`src/rtl/rth_pkg.sv`:
```
// Shared types, widths and constants of the RGB to HSI pixel converter.
// Used by rth_cordic, rth_divider and rgb_to_hsi_pixel_unit; no dependencies.
package rth_pkg;

    localparam int TABLE_LEN = 24;
    localparam int XY_W      = 29;
    localparam int Z_W       = 27;
    localparam int NUM_W     = 27;
    localparam int DEN_W     = 11;
    localparam int QBITS     = 16;

    localparam logic [17:0]    SQRT3_Q16     = 18'd113512;
    localparam logic [Z_W-1:0] DEG180_Q16    = 27'd11796480;
    localparam logic [Z_W-1:0] DEG360_Q16    = 27'd23592960;
    localparam logic [14:0]    HUE_FULL_TURN = 15'd23040;
    localparam logic [18:0]    INV3_Q20      = 19'd349526;
    localparam logic [16:0]    SAT_SCALE2    = 17'd130560;

    typedef struct packed {
        logic signed [XY_W-1:0] x;
        logic signed [XY_W-1:0] y;
        logic signed [Z_W-1:0]  z;
    } t_cordic;

    typedef struct packed {
        logic [DEN_W-1:0] rem;
        logic [QBITS-1:0] nlo;
        logic [QBITS-1:0] q;
        logic [DEN_W-1:0] den;
    } t_div;

    function automatic logic [21:0] atan_q16(input int unsigned i);
        logic [21:0] v;
        case (i)
            0:       v = 22'd2949120;
            1:       v = 22'd1740967;
            2:       v = 22'd919879;
            3:       v = 22'd466945;
            4:       v = 22'd234379;
            5:       v = 22'd117304;
            6:       v = 22'd58666;
            7:       v = 22'd29335;
            8:       v = 22'd14668;
            9:       v = 22'd7334;
            10:      v = 22'd3667;
            11:      v = 22'd1833;
            12:      v = 22'd917;
            13:      v = 22'd458;
            14:      v = 22'd229;
            15:      v = 22'd115;
            16:      v = 22'd57;
            17:      v = 22'd29;
            18:      v = 22'd14;
            19:      v = 22'd7;
            20:      v = 22'd4;
            21:      v = 22'd2;
            22:      v = 22'd1;
            default: v = 22'd0;
        endcase
        return v;
    endfunction

endpackage

```
`src/rtl/rth_divider.sv`:
```
// Restoring divider pipeline, one quotient bit in each of the first QBITS register stages.
// Depends on rth_pkg for the divider state struct and widths.
module rth_divider #(
    parameter int DEPTH = 16
) (
    input  logic          i_clk,
    input  logic          i_ce,
    input  rth_pkg::t_div i_data,
    output rth_pkg::t_div o_data
);

    rth_pkg::t_div r_st [DEPTH];

    for (genvar k = 0; k < DEPTH; k++) begin : g_stage
        rth_pkg::t_div w_in;
        rth_pkg::t_div n_st;

        if (k == 0) begin : g_first
            assign w_in = i_data;
        end else begin : g_next
            assign w_in = r_st[k-1];
        end

        if (k < rth_pkg::QBITS) begin : g_bit
            logic [rth_pkg::DEN_W:0] t;
            logic                    ge;
            assign t  = {w_in.rem, w_in.nlo[rth_pkg::QBITS-1]};
            assign ge = (t >= {1'b0, w_in.den});
            always_comb begin
                n_st.den = w_in.den;
                n_st.nlo = {w_in.nlo[rth_pkg::QBITS-2:0], 1'b0};
                n_st.q   = {w_in.q[rth_pkg::QBITS-2:0], ge};
                if (ge) begin
                    n_st.rem = rth_pkg::DEN_W'(t - {1'b0, w_in.den});
                end else begin
                    n_st.rem = t[rth_pkg::DEN_W-1:0];
                end
            end
        end else begin : g_pass
            assign n_st = w_in;
        end

        always_ff @(posedge i_clk) begin
            if (i_ce) begin
                r_st[k] <= n_st;
            end
        end
    end

    assign o_data = r_st[DEPTH-1];

endmodule

```
`config.mk`:
```
export PLATFORM = sky130hd
export DESIGN_NAME = rth_divider
export DESIGN_NICKNAME = d
export VERILOG_FILES = /design/src/rtl/rth_pkg.sv /design/src/rtl/rth_divider.sv
export SDC_FILE = /design/constraint.sdc
export NUM_CORES = 1
export LEC_CHECK = 0
export ABC_AREA = 0
export BUFFER_PORTS_ARGS = -buffer_cell sky130_fd_sc_hd__buf_4
export CAP_MARGIN = 10
export CORE_MARGIN = 3
export CORE_UTILIZATION = 60
export DETAILED_ROUTE_END_ITERATION = 12
export PLACE_DENSITY = 0.78
export SLEW_MARGIN = 0
export SYNTH_ARGS = -nofsm -noshare
export SYNTH_HDL_FRONTEND = slang
export SYNTH_SLANG_ARGS = --single-unit
```
`constraint.sdc`:
```
create_clock -name i_clk -period 3.6 [get_ports i_clk]
set_input_delay 0.36 -clock i_clk [delete_from_list [all_inputs] [get_ports i_clk]]
set_output_delay 0.36 -clock i_clk [all_outputs]
set_load 0.02 [all_outputs]
```
==> results.sh <==
export IMPL_status="complete, no violations"
export IMPL_synth_area_um2=29500
export IMPL_diodes=0
export IMPL_core_region_area_um2=48100
export IMPL_synth_top_area_share_pct=61.9
export IMPL_firstDrtPassIters=5
export IMPL_yosys_top_cells_area="edfxtp_1 (62%), ha_1 (7.5%), inv_1 (3.0%)"
export IMPL_synth_async_reset_ratio_pct=0
export IMPL_cp_required_ns=3.93
export IMPL_ys_seq_area_share_pct=61.9
export IMPL_drt_total_wl_um=53300
export IMPL_vias=17400
export IMPL_fin_crit_sh_pct=85.9
export IMPL_gp_congestion=0.873
export IMPL_worstPathArrival_ns=3.43
export IMPL_cap_violations=0
export IMPL_post_place_cells=2913
export IMPL_fp_dieW_um=228
export IMPL_clock_latency_ns=0.59
export IMPL_hold_depth=2
export IMPL_drtIter0Drc=1330
export IMPL_numCtsBuffers=66
export IMPL_seq_power_share_pct=38.8
export IMPL_initial_core_util_pct=61.2
export IMPL_max_freq_mhz=323
export IMPL_grt_antenna_before_repair=0
export IMPL_syn_inst=2193
export IMPL_portBuffers=77
export IMPL_synth_edf_count=608
export IMPL_p_leak_uw=0.0131
export IMPL_area_delta_synth_final_pct=12.7
export IMPL_core_rowCount=80
export IMPL_wl_per_cell_um=17.4
export IMPL_die_y_um=228
export IMPL_post_cts_buffers=0
export IMPL_internal_power_uw=18400
export IMPL_avgSynthCellArea_um2=13.4
export IMPL_ff2ff_path_depth=9
export IMPL_post_route_min_period_ns=3.09
export IMPL_cts_sink_count=608
export IMPL_root_buffer="clkbuf_16"
export IMPL_htree_num_levels=3
export IMPL_route_detailed_drc=0
export IMPL_cts_tree="built"
export IMPL_fin_setup_tns_ns=0
export IMPL_synth_common_cells="edfxtp_1 (608), inv_1 (233), ha_1 (176)"
export IMPL_switching_power_uw=9060
export IMPL_clk_path_buf_depth=3
export IMPL_cp_max_fo=7
export IMPL_finalSetupViolCount=0
export IMPL_vias_per_cell=5.70
export IMPL_fin_cells=3059
export IMPL_final_max_slew_viol_count=0
export IMPL_grt_pass1_vias=17600
export IMPL_ir_drop_uv=473
export IMPL_synth_top_cell_by_area="edfxtp_1"
export IMPL_maxSlewHeadroom_pct=22.1
export IMPL_switching_share_pct=33.1
export IMPL_num_nets_final=2603
export IMPL_postCtsHoldBufs=26
export IMPL_grt_util_all_layers_pct=20.8
export IMPL_path_clk_slew_ns=0.06
export IMPL_io_pins=110
export IMPL_start_kind="flip-flop"
export IMPL_grt_pass1_wl_um=86800
export IMPL_ys_ff_latch=608
export IMPL_power_frac_comb_pct=37.2
export IMPL_power_density_nw_per_um2=825
export IMPL_rsz0062_at_grt="false"
export IMPL_p_clk_share_pct=23.9
export IMPL_dp_hpwl_um=36700
export IMPL_cts_resized=0
export IMPL_r2r_end="r_st[0][415]"
export IMPL_grt_ovfl_total=0
export IMPL_yosysWarnings=0
export IMPL_reg2reg_setup_slack_ns=0.51
export IMPL_cp_end_kind="flip-flop"
export IMPL_die_area_um2=51800
export IMPL_detail_route_antenna_nets=0
export IMPL_hold_viol=0
export IMPL_hold_path_endpoint="r_st[0][49]"
export IMPL_synth_cell_types=67
export IMPL_clock_skew_ns=0.0165
export IMPL_r2r_start="r_st[0][318]"
export IMPL_top_register="r_st"
export IMPL_drive_gt1_share_pct=12.0
export IMPL_tightest_slew_ns=1.17
export IMPL_largestRegisters="r_st (608)"
export IMPL_largest_register_ffs=608
export IMPL_hp_start="i_data[49]"
export IMPL_grt_max_degree=101
export IMPL_synth_main_ff_cell="edfxtp_1"
export IMPL_synth_most_common_cell="edfxtp_1"
export IMPL_crit_type="reg -> reg"
export IMPL_fin_util_pct=69.0
export IMPL_hp_class="in -> reg"
==> through the flow <==
stage | hold WS [ns] | power (µW) | area [µm²] | setup WS (ns)
2_1_floorplan | 0.400 | 18400 | 29500 | 1.08
3_3_place_gp | 0.401 | 20200 | 30800 | 0.602
3_5_place_dp | 0.405 | 20700 | 30800 | 0.505
4_1_cts | 0.0535 | 27400 | 33200 | 0.479
5_1_grt | 0.0743 | 29100 | 33200 | 0.340
6_report | 0.0935 | 27400 | 33200 | 0.507
==> kinds of logic after synthesis <==
group / count (synthesis) / synth area share (%)
flops: 608 / 61.9
compound gates: 487 / 11.1
simple gates: 398 / 6.50
buf+inv: 272 / 3.89
fa+ha+maj: 192 / 8.56
mux: 127 / 4.82
xor+xnor: 108 / 3.21
other cells: 1 / 0.0127
==> power by group through the flow <==
stage          Sequential, µW  Combinational (µW)  Clock, µW
5_1_grt                 10800               11300       7000
3_3_place_gp            10800                9440          0
6_report                10600               10200       6560
4_1_cts                 10700               10100       6720
3_5_place_dp            10800                9910          0
2_1_floorplan           10600                7850          0
==> metal layers <==
layer | up-vias | global-route usage (%) | part of all wire [%]
met3 | 94 | 3.58 | 4.0
li1 | 8490 | - | -
met1 | 8484 | 27.5 | 44
met4 | 0 | 5.95 | 2.2
met2 | 355 | 35.8 | 50
met5 | - | 0 | 0
==> cells in the final DEF, fill, tap and decap left out, drive strengths merged, types with 23 or more instances in the layout <==
| cell | instances |
|---|---|
| inv | 236 |
| dlygate4sd3 | 26 |
| mux2i | 32 |
| xnor2 | 81 |
| clkbuf | 76 |
| clkinv | 29 |
| nor2b | 33 |
| nand2b | 38 |
| xor2 | 27 |
| nand3 | 29 |
| o21ai | 133 |
| o211ai | 23 |
| ha | 176 |
| nand2 | 142 |
| nor3 | 28 |
| mux2 | 95 |
| nor2 | 81 |
| edfxtp | 608 |
| buf | 91 |
| a21o | 37 |
| a21oi | 127 |
==> worst max-delay path by stage <==
stage,depth (start not counted),start,endpoint
after floorplan,9,r_st[0][318],r_st[0][416]
after global routing,8,r_st[1][212],r_st[1][310]
final,9,r_st[0][318],r_st[0][415]
after global placement,8,r_st[1][106],r_st[1][203]
after CTS,9,r_st[0][318],r_st[0][415]
after detailed placement,9,r_st[0][318],r_st[0][415]
==> final cells by class <==
cell class	instances	area [µm²]
well taps	656	821
clock buffers	75	1710
repair buffers	118	1020
inverters	233	875
multi-input cells	1328	10200
clock inverters	41	382
fillers	3250	14900
flip-flops and latches	608	18300
==> critical path: stages (launching register included) <==
cell and delay, ns:
edfxtp_1 0.40, ha_1 0.23, fa_1 0.41, nand2b_1 0.18, a21oi_2 0.27, a41o_1 0.17, a41oi_1 0.15, o21ai_2 0.41
buf_4 0.27, mux2_2 0.34
Note: power is estimated with default switching activity, not from simulation.
